**src/tlfo_pkg.sv**
```systemverilog
package tlfo_pkg;

  // Default audio sample width.
  localparam int SAMPLE_BITS_DEF = 24;

  // Fixed widths of the configuration fields and the LFO state.
  localparam int CFG_IDX_W = 4;
  localparam int CFG_DATA_W = 16;
  localparam int LFO_W = 17;

  // Q1.15 unity.
  localparam logic [CFG_DATA_W:0] ONE_Q15 = 17'd32768;

  // Register indexes of the configuration port.
  localparam logic [CFG_IDX_W-1:0] REG_MIX_LEVEL = CFG_IDX_W'(0);
  localparam logic [CFG_IDX_W-1:0] REG_QUARTER_PERIOD = CFG_IDX_W'(1);

  // The LFO ratio c/L is formed one quotient bit per cycle: one integer
  // bit and fifteen fraction bits.
  localparam int DIV_STEPS = 16;
  localparam int DIV_CNT_W = $clog2(DIV_STEPS);

  // Commands from the controller to the datapath.
  typedef struct packed {
    logic load;      // capture a sample, step the LFO
    logic div_step;  // one restoring-division step
    logic div_first; // first step: integer quotient bit, no shift
    logic gain_en;   // form the Q2.30 gain
    logic prod_en;   // sample times gain
    logic out_load;  // round, saturate and load the output register
  } tlfo_cmd_t;

endpackage

```
**src/tlfo_ctrl.sv**
```systemverilog
module tlfo_ctrl (
  input  logic                  clk,
  input  logic                  rst_n,
  input  logic                  in_valid,
  output logic                  in_stall,
  output logic                  out_valid,
  input  logic                  out_stall,
  output tlfo_pkg::tlfo_cmd_t   cmd
);

  typedef enum logic [4:0] {
    S_IDLE = 5'b00001,
    S_DIV  = 5'b00010,
    S_GAIN = 5'b00100,
    S_PROD = 5'b01000,
    S_OUT  = 5'b10000
  } state_t;

  state_t                           state_r, state_nxt;
  logic [tlfo_pkg::DIV_CNT_W-1:0]   cnt_r, cnt_nxt;
  logic                             out_valid_r, out_valid_nxt;
  logic                             out_free;
  logic                             div_last;

  assign out_free = !out_valid_r || !out_stall;
  assign div_last = (cnt_r == tlfo_pkg::DIV_CNT_W'(tlfo_pkg::DIV_STEPS - 1));

  always_comb begin
    state_nxt = state_r;
    cnt_nxt   = cnt_r;
    case (state_r)
      S_IDLE: begin
        cnt_nxt = '0;
        if (in_valid) begin
          state_nxt = S_DIV;
        end
      end
      S_DIV: begin
        cnt_nxt = cnt_r + 1'b1;
        if (div_last) begin
          state_nxt = S_GAIN;
        end
      end
      S_GAIN: state_nxt = S_PROD;
      S_PROD: state_nxt = S_OUT;
      S_OUT: begin
        if (out_free) begin
          state_nxt = S_IDLE;
        end
      end
      default: state_nxt = S_IDLE;
    endcase
  end

  always_comb begin
    cmd           = '0;
    cmd.load      = (state_r == S_IDLE) && in_valid;
    cmd.div_step  = (state_r == S_DIV);
    cmd.div_first = (cnt_r == '0);
    cmd.gain_en   = (state_r == S_GAIN);
    cmd.prod_en   = (state_r == S_PROD);
    cmd.out_load  = (state_r == S_OUT) && out_free;
  end

  always_comb begin
    out_valid_nxt = out_valid_r;
    if (cmd.out_load) begin
      out_valid_nxt = 1'b1;
    end else if (!out_stall) begin
      out_valid_nxt = 1'b0;
    end
  end

  always_ff @(posedge clk) begin
    if (!rst_n) begin
      state_r     <= S_IDLE;
      cnt_r       <= '0;
      out_valid_r <= 1'b0;
    end else begin
      state_r     <= state_nxt;
      cnt_r       <= cnt_nxt;
      out_valid_r <= out_valid_nxt;
    end
  end

  assign in_stall  = (state_r != S_IDLE);
  assign out_valid = out_valid_r;

endmodule

```
**src/tlfo_dpath.sv**
```systemverilog
module tlfo_dpath #(
  parameter int SAMPLE_BITS = tlfo_pkg::SAMPLE_BITS_DEF
) (
  input  logic                                clk,
  input  logic                                rst_n,
  input  tlfo_pkg::tlfo_cmd_t                 cmd,
  input  logic signed [SAMPLE_BITS-1:0]       sample_in,
  output logic signed [SAMPLE_BITS-1:0]       sample_out,
  input  logic                                cfg_we,
  input  logic [tlfo_pkg::CFG_IDX_W-1:0]      cfg_index,
  input  logic [tlfo_pkg::CFG_DATA_W-1:0]     cfg_data
);

  localparam int DW = tlfo_pkg::CFG_DATA_W;
  localparam int LW = tlfo_pkg::LFO_W;
  localparam int PW = SAMPLE_BITS + 32;
  localparam int QW = SAMPLE_BITS + 2;
  localparam logic signed [QW-1:0] SMAX = {3'b000, {(SAMPLE_BITS-1){1'b1}}};
  localparam logic signed [QW-1:0] SMIN = {3'b111, {(SAMPLE_BITS-1){1'b0}}};

  // Configuration and LFO state.
  logic [DW-1:0]              mix_r, mix_nxt;
  logic [DW-1:0]              period_r, period_nxt;
  logic signed [LW-1:0]       lfo_r, lfo_nxt;
  logic                       down_r, down_nxt;

  // Per-sample working registers.
  logic signed [SAMPLE_BITS-1:0] x_r;
  logic                          neg_r;
  logic [LW-1:0]                 rem_r;
  logic [DW-1:0]                 quo_r;
  logic signed [31:0]            gain_r;
  logic signed [PW-1:0]          prod_r;
  logic signed [SAMPLE_BITS-1:0] sample_out_r;

  logic signed [LW:0]   lfo_ext, lim_ext, new_lim_ext;
  logic [DW-1:0]        new_lim;
  logic [LW-1:0]        lfo_abs;
  logic [LW:0]          trial;
  logic                 trial_ge;
  logic signed [LW-1:0] ratio;
  logic [LW-1:0]        inv_mix;
  logic signed [33:0]   mix_prod;
  logic signed [33:0]   gain_sum;
  logic signed [PW-1:0] bias;
  logic signed [PW-1:0] prod_biased;
  logic signed [QW-1:0] quot;
  logic signed [SAMPLE_BITS-1:0] sat;

  assign lfo_ext     = {lfo_r[LW-1], lfo_r};
  assign lim_ext     = $signed({2'b00, period_r});
  assign new_lim     = (cfg_data == '0) ? DW'(1) : cfg_data;
  assign new_lim_ext = $signed({2'b00, new_lim});
  assign lfo_abs     = lfo_r[LW-1] ? LW'(-lfo_r) : LW'(lfo_r);

  // Configuration writes and the LFO step taken when a sample is captured; a write wins over the step.
  always_comb begin
    mix_nxt    = mix_r;
    period_nxt = period_r;
    lfo_nxt    = lfo_r;
    down_nxt   = down_r;
    if (cfg_we) begin
      case (cfg_index)
        tlfo_pkg::REG_MIX_LEVEL: begin
          mix_nxt = ({1'b0, cfg_data} > tlfo_pkg::ONE_Q15) ? DW'(tlfo_pkg::ONE_Q15) : cfg_data;
        end
        tlfo_pkg::REG_QUARTER_PERIOD: begin
          period_nxt = new_lim;
          if (lfo_ext > new_lim_ext) begin
            lfo_nxt = LW'(new_lim_ext);
          end else if (lfo_ext < -new_lim_ext) begin
            lfo_nxt = LW'(-new_lim_ext);
          end
        end
        default: ;
      endcase
    end else if (cmd.load) begin
      if (lfo_ext >= lim_ext) begin
        down_nxt = 1'b1;
      end else if (lfo_ext <= -lim_ext) begin
        down_nxt = 1'b0;
      end
      lfo_nxt = down_nxt ? lfo_r - LW'(1) : lfo_r + LW'(1);
    end
  end

  // Restoring division of |c| * 2^15 by L, one quotient bit per step.
  always_comb begin
    trial    = cmd.div_first ? {1'b0, rem_r} : {rem_r, 1'b0};
    trial_ge = (trial >= {2'b00, period_r});
  end

  // Signed Q1.15 ratio c/L, then the Q2.30 gain.
  assign ratio    = neg_r ? -$signed({1'b0, quo_r}) : $signed({1'b0, quo_r});
  assign inv_mix  = tlfo_pkg::ONE_Q15 - {1'b0, mix_r};
  assign mix_prod = $signed({1'b0, mix_r}) * ratio;
  assign gain_sum = $signed({2'b00, inv_mix, 15'd0}) + mix_prod;

  // Divide by 2^30 toward zero, then saturate.
  assign bias        = {{(PW-30){1'b0}}, {30{prod_r[PW-1]}}};
  assign prod_biased = prod_r + bias;
  assign quot        = prod_biased[PW-1:30];
  always_comb begin
    if (quot > SMAX) begin
      sat = SMAX[SAMPLE_BITS-1:0];
    end else if (quot < SMIN) begin
      sat = SMIN[SAMPLE_BITS-1:0];
    end else begin
      sat = quot[SAMPLE_BITS-1:0];
    end
  end

  always_ff @(posedge clk) begin
    if (!rst_n) begin
      mix_r    <= '0;
      period_r <= DW'(1);
      lfo_r    <= '0;
      down_r   <= 1'b0;
    end else begin
      mix_r    <= mix_nxt;
      period_r <= period_nxt;
      lfo_r    <= lfo_nxt;
      down_r   <= down_nxt;
    end
  end

  always_ff @(posedge clk) begin
    if (cmd.load) begin
      x_r   <= sample_in;
      neg_r <= lfo_r[LW-1];
      rem_r <= lfo_abs;
      quo_r <= '0;
    end
    if (cmd.div_step) begin
      rem_r <= trial_ge ? LW'(trial - {2'b00, period_r}) : trial[LW-1:0];
      quo_r <= {quo_r[DW-2:0], trial_ge};
    end
    if (cmd.gain_en) begin
      gain_r <= gain_sum[31:0];
    end
    if (cmd.prod_en) begin
      prod_r <= x_r * gain_r;
    end
    if (cmd.out_load) begin
      sample_out_r <= sat;
    end
  end

  assign sample_out = sample_out_r;

endmodule

```
**src/tremolo_triangle_lfo_unit.sv**
```systemverilog
// Tremolo with a triangle LFO. Each input transaction carries one signed audio
// sample x; one output transaction returns y = x * ((1 - m) + m * c / L),
// where m is the Q1.15 mix level (32768 is full depth, larger values act as
// full depth), L is the quarter-period count (zero acts as one) and c is an
// LFO counter that traces a triangle between -L and +L, 4*L samples per
// period. c / L is taken to Q1.15 toward zero, the product is divided by
// 2^30 toward zero and saturated to the sample width. After each sample the
// counter turns down at +L, up at -L, and steps by one. Writing the quarter
// period clamps the counter into the new range and keeps its direction.
// Each sample passes through the accept state, the bit-serial divider that
// forms c / L, the gain multiply, the sample multiply and a state that
// rounds, saturates and loads the output register; the next sample is
// accepted only after that. The output register lets a new sample start
// while the previous result waits downstream. Write configuration only
// while the block is idle; cfg_ready is always high.
module tremolo_triangle_lfo_unit #(
  parameter int SAMPLE_BITS = tlfo_pkg::SAMPLE_BITS_DEF
) (
  input  logic                               clk,
  input  logic                               rst_n,
  // Sample input channel.
  input  logic                               in_valid,
  output logic                               in_stall,
  input  logic signed [SAMPLE_BITS-1:0]      in_sample_in,
  // Result channel.
  output logic                               out_valid,
  input  logic                               out_stall,
  output logic signed [SAMPLE_BITS-1:0]      out_sample_out,
  // Configuration write channel: index 0 is the mix level, index 1 the
  // quarter-period count; other indexes are ignored.
  input  logic                               cfg_valid,
  output logic                               cfg_ready,
  input  logic [tlfo_pkg::CFG_IDX_W-1:0]     cfg_index,
  input  logic [tlfo_pkg::CFG_DATA_W-1:0]    cfg_data
);

  tlfo_pkg::tlfo_cmd_t cmd;
  logic                cfg_we;

  // Registers are always writable; a write completes in the cycle it is shown.
  assign cfg_ready = 1'b1;
  assign cfg_we    = cfg_valid && cfg_ready;

  // The controller sequences accept, divide, multiply and output stages.
  tlfo_ctrl u_ctrl (
    .clk       (clk),
    .rst_n     (rst_n),
    .in_valid  (in_valid),
    .in_stall  (in_stall),
    .out_valid (out_valid),
    .out_stall (out_stall),
    .cmd       (cmd)
  );

  // The datapath holds the configuration, the LFO state and the arithmetic.
  tlfo_dpath #(
    .SAMPLE_BITS (SAMPLE_BITS)
  ) u_dpath (
    .clk        (clk),
    .rst_n      (rst_n),
    .cmd        (cmd),
    .sample_in  (in_sample_in),
    .sample_out (out_sample_out),
    .cfg_we     (cfg_we),
    .cfg_index  (cfg_index),
    .cfg_data   (cfg_data)
  );

endmodule

```
**config.mk**
```make
export PLATFORM = sky130hd
export DESIGN_NAME = tremolo_triangle_lfo_unit
export DESIGN_NICKNAME = d
export VERILOG_FILES = /design/src/tlfo_pkg.sv /design/src/tlfo_ctrl.sv /design/src/tlfo_dpath.sv /design/src/tremolo_triangle_lfo_unit.sv
export SDC_FILE = /design/constraint.sdc
export NUM_CORES = 2
export LEC_CHECK = 0
export BUFFER_PORTS_ARGS = -buffer_cell sky130_fd_sc_hd__buf_2
export CORE_ASPECT_RATIO = 1.4
export CORE_MARGIN = 2
export CORE_UTILIZATION = 35
export CTS_CLUSTER_DIAMETER = 120
export DETAILED_ROUTE_END_ITERATION = 12
export GPL_TIMING_DRIVEN = 0
export PLACE_DENSITY_LB_ADDON = 0.05
export SYNTH_ARGS = -nofsm -noshare
export SYNTH_HDL_FRONTEND = slang
export SYNTH_SLANG_ARGS = --single-unit
```
**constraint.sdc**
```tcl
create_clock -name clk -period 12.15 [get_ports clk]
set_input_delay 0 -clock clk [delete_from_list [all_inputs] [get_ports clk]]
set_output_delay 0 -clock clk [all_outputs]
set_load 0.01 [all_outputs]
```
==> Implementation_results.wiki <==
{| class="wikitable"
! Metric !! Value
|-
| Sort of element at the end of the critical path || register
|-
| Die Ht || ~450 um
|-
| Crit path launch type || register
|-
| Number of instances resized during post-cts repair || 0
|-
| Number of max-slew violations in the final report || 0
|-
| Number of buffers on the longest clock path || 3
|-
| Number of max-capacitance violations reported || 0
|-
| Achievable Freq || 0.104 GHz
|-
| Cell area after synthesis || 50,400 um2
|-
| TritonCTS clock tree || done
|-
| Worst skew pair latency || between 0.6 and 0.7 ns
|-
| Root buffer selected by CTS || clkbuf_16
|-
| Type of the most critical hold path || in -> reg
|-
| Area added between synthesis and finish || 8.85%
|-
| Unrepaired setup endpoints after global routing || false
|-
| Final Skew || 0.0330 ns
|-
| Initial detailed-routing violation count || 1,684
|-
| Number of cells in the design after placement || 7,472
|-
| Total number of vias || ~37,000
|-
| Via count of the first global-routing pass || ~41,000
|-
| Number of endpoints failing setup at the final stage || 0
|-
| Post-synth EDFFs || 170
|-
| Setup tns final || 0 ns
|-
| Post-synth net total || between 6,000 and 7,000
|-
| Worst-path fanout max || 10
|-
| Outcome || finished, final reports clean
|-
| Average vias per placed instance || between 4 and 5
|-
| Finished Cell Area || approximately 55,000 um2
|-
| Final weighted congestion in routability-driven placement || 0.900
|-
| DRC || 0
|-
| Syn avg cell area || between 9 and 10 um2
|-
| Final standard cell utilization of the core || between 30% and 40%
|-
| Placed instance area || approximately 53,000 um2
|-
| Portion of synthesized cell area occupied by the leading cell type || between 40% and 50%
|-
| Final WL || between 150 and 200 mm
|-
| Worst-margin pin slew || around 1.4 ns
|-
| Post-CTS clock slew at the launch and capture registers of the worst setup and hold paths || ~0.060 ns
|-
| Most used flip-flop cell after synthesis || edfxtp_1
|-
| Number of distinct library cells after synthesis || 82
|-
| Crit path kind || reg -> reg
|-
| Number of levels the H-tree was split into || 1
|-
| Final critical delay including setup and external delays || just under 10 ns
|-
| Flip-flop and latch count after synthesis || 230
|-
| DIE WIDTH || 325 um
|-
| Share of synthesized area occupied by flip-flops and latches || 12.5%
|-
| Placed wire-length estimate || between 100 and 150 mm
|-
| Placeable Area || around 140,000 um2
|-
| Final Cycle Share || 79.1%
|-
| Number of antenna violations at the first check in global routing || 11
|-
| Share of flip-flops with an asynchronous set or reset || 0%
|-
| Number of nets in the layout || between 7,000 and 8,000
|-
| Slew HR || 5.44%
|-
| Global-route wire length before repair || around 260 mm
|-
| Final hold viol count || 0
|-
| TritonCTS Sinks || 230
|-
| Filler-free cell count of the finished design || 7,583
|-
| Pin count of the biggest net entering global routing || 33
|-
| Final ANT Viol Nets || 0
|-
| Floorplan die area || between 100,000 and 150,000 um2
|-
| Cell type with the largest total area after synthesis || fa_1
|-
| Filler cell count || about 15,000
|-
| Number of I/O port buffers || between 60 and 70
|-
| Initial Util || roughly a third
|-
| Detailed-routing iteration count for the pre-antenna-repair pass || 5
|-
| Number of cell rows || roughly 160
|-
| Overflow after GRT || 0
|-
| Data required, critical path || around 13 ns
|-
| Average routed wire per standard cell || 22.2 um
|-
| Number of primary I/O pins || 76
|-
| Number of warning messages in the yosys log || 0
|-
| Total CTS buffers || 31
|-
| Top cells by area, synth || fa_1 40%, ha_1 10%, edfxtp_1 10%
|-
| Syn Inst Count || roughly 5,500
|-
| Proportion of layout cells with a drive suffix above 1 || 3.09%
|-
| All-layer global routing usage || roughly a quarter
|-
| Data arrival time of the critical path || 10.00 ns
|}
-- final timing paths --
kind | startpoint | end | slack [ns] | cells after the start
worst max-delay path | u_dpath.x_r[7]$_DFFE_PP_ | u_dpath.prod_r[54]$_DFFE_PP_ | 2.54 | 25
worst min-delay path | cfg_index[2] | u_dpath.mix_r[9]$_SDFFE_PN0P_ | 0.07 | 6
worst max register to register | u_dpath.x_r[7]$_DFFE_PP_ | u_dpath.prod_r[54]$_DFFE_PP_ | 2.54 | 25
worst min register to register | u_dpath.period_r[13]$_SDFFE_PN0P_ | u_dpath.period_r[13]$_SDFFE_PN0P_ | 0.46 | 2
-- through the flow --
stage	setup WS, ns	hold slack [ns]
after CTS	2.55	0.0211
final	2.54	0.0694
after global routing	2.24	0.0560
after global placement	0.569	0.179
after floorplan	4.69	0.0989
after detailed placement	2.60	0.179
-- state kept, by name (all words and copies together), names as in the netlist --
register,flops
u_dpath.prod_r,56
u_dpath.gain_r,32
u_dpath.sample_out,24
u_dpath.x_r,24
u_dpath.lfo_r,17
u_dpath.rem_r,17
u_dpath.mix_r,16
u_dpath.period_r,16
u_dpath.quo_r,16
u_ctrl.state_r,5
u_ctrl.cnt_r,4
u_ctrl.out_valid,1
u_dpath.down_r,1
u_dpath.neg_r,1
-- final cells by class --
type,instances,area (um2),area share (%)
diodes,3,7.51,0.0137
plain buffers,238,898,1.64
clock buffers,37,798,1.45
clock inverters,20,203,0.369
inverters,1192,4470,8.15
multi-input cells,3826,38800,70.7
flip-flops and latches,230,6310,11.5
well taps,1909,2390,4.35
repair buffers,128,1010,1.85
-- critical path, cell delays in order (launching register included) --
cell and delay, ns:
edfxtp_1 0.78, clkbuf_1 0.80, nand2_1 0.18, fa_1 0.56, inv_1 0.06, fa_1 0.50
inv_1 0.05, fa_1 0.46, fa_1 0.52, inv_1 0.08, fa_1 0.50, fa_1 0.49
inv_1 0.06, fa_1 0.51, inv_1 0.05, ha_1 0.37, inv_1 0.12, nor2_1 0.05
o21ai_0 0.47, o21ai_0 0.41, o21ai_1 0.92, o31ai_1 0.23, o31ai_1 0.63, o211ai_1 0.21
a21oi_1 0.20, xnor2_1 0.11
-- placed cells by master (no fill, tap or decap), types with 15 or more instances in the layout --
| master | synthesis | final |
|---|---|---|
| mux2_2 | 15 | 15 |
| nand3_1 | 50 | 50 |
| a211oi_1 | 30 | 29 |
| clkbuf_16 | 0 | 31 |
| ha_1 | 408 | 408 |
| nor3_1 | 42 | 42 |
| dfxtp_1 | 60 | 60 |
| o21a_1 | 20 | 20 |
| xor2_1 | 62 | 62 |
| edfxtp_1 | 170 | 170 |
| o21ai_0 | 92 | 91 |
| o31ai_1 | 17 | 17 |
| nand2_1 | 767 | 766 |
| inv_1 | 1188 | 1187 |
| nor2_1 | 153 | 153 |
| a21oi_1 | 164 | 163 |
| or3_1 | 19 | 19 |
| xnor2_1 | 154 | 153 |
| nor2b_1 | 36 | 36 |
| clkbuf_1 | 235 | 241 |
| a21o_1 | 63 | 63 |
| buf_2 | 1 | 70 |
| and2_1 | 417 | 417 |
| fa_1 | 1010 | 1010 |
| o21bai_1 | 16 | 16 |
| o21ai_1 | 32 | 32 |
| o211ai_1 | 20 | 20 |
| nand4_1 | 36 | 36 |
| dlygate4sd3_1 | 0 | 49 |
| nand2b_1 | 33 | 33 |
-- cell families (layout without fill, tap and decap cells) --
logic type / count (synthesis) / count (layout) / share of synthesized area, %
AND/OR/NAND/NOR: 1627 / 1627 / 15.6
buffers and inverters: 1430 / 1615 / 10.7
adder cells (fa/ha/maj): 1418 / 1418 / 50.2
AO/OA/AOI/OAI: 534 / 534 / 6.69
flip-flops: 230 / 230 / 12.5
XOR/XNOR: 216 / 216 / 3.75
multiplexers: 29 / 29 / 0.613
other: 2 / 5 / 0.0149
-- per-layer routing --
layer,GRT usage [%],share of wire (%)
met5,0,0.028
met1,26.0,38
met4,7.79,3.9
met2,46.3,55
met3,1.63,3.1
-- synth_stat cells (all sizes together) (4+ instances only) --
cell type	instances
o22ai	9
dfxtp	60
o21a	20
clkbuf	235
or4	6
nand3	50
nand2b	33
nor4	14
or2	13
o311ai	4
o41ai	7
edfxtp	170
o2111ai	6
nor2b	37
or3	19
fa	1010
a211o	8
o31ai	17
o21bai	16
and4	8
inv	1189
ha	408
a21oi	167
a211oi	30
o21ai	126
nor3b	7
a311oi	4
xor2	62
and2	419
and3	9
a31oi	5
nand2	767
a21boi	5
mux2	15
nor2	153
nand3b	6
mux2i	14
nor3	42
nand4	36
a21o	63
o211ai	20
xnor2	154
-- timing repair --
action,CTS,global route
hold endpoints to repair,103,0
buffers inserted,0,0
hold buffers,49,0
Power is left out: the tool's default activity adds up to more than one toggle a clock period on the data nets, which glitch-free logic cannot reach.
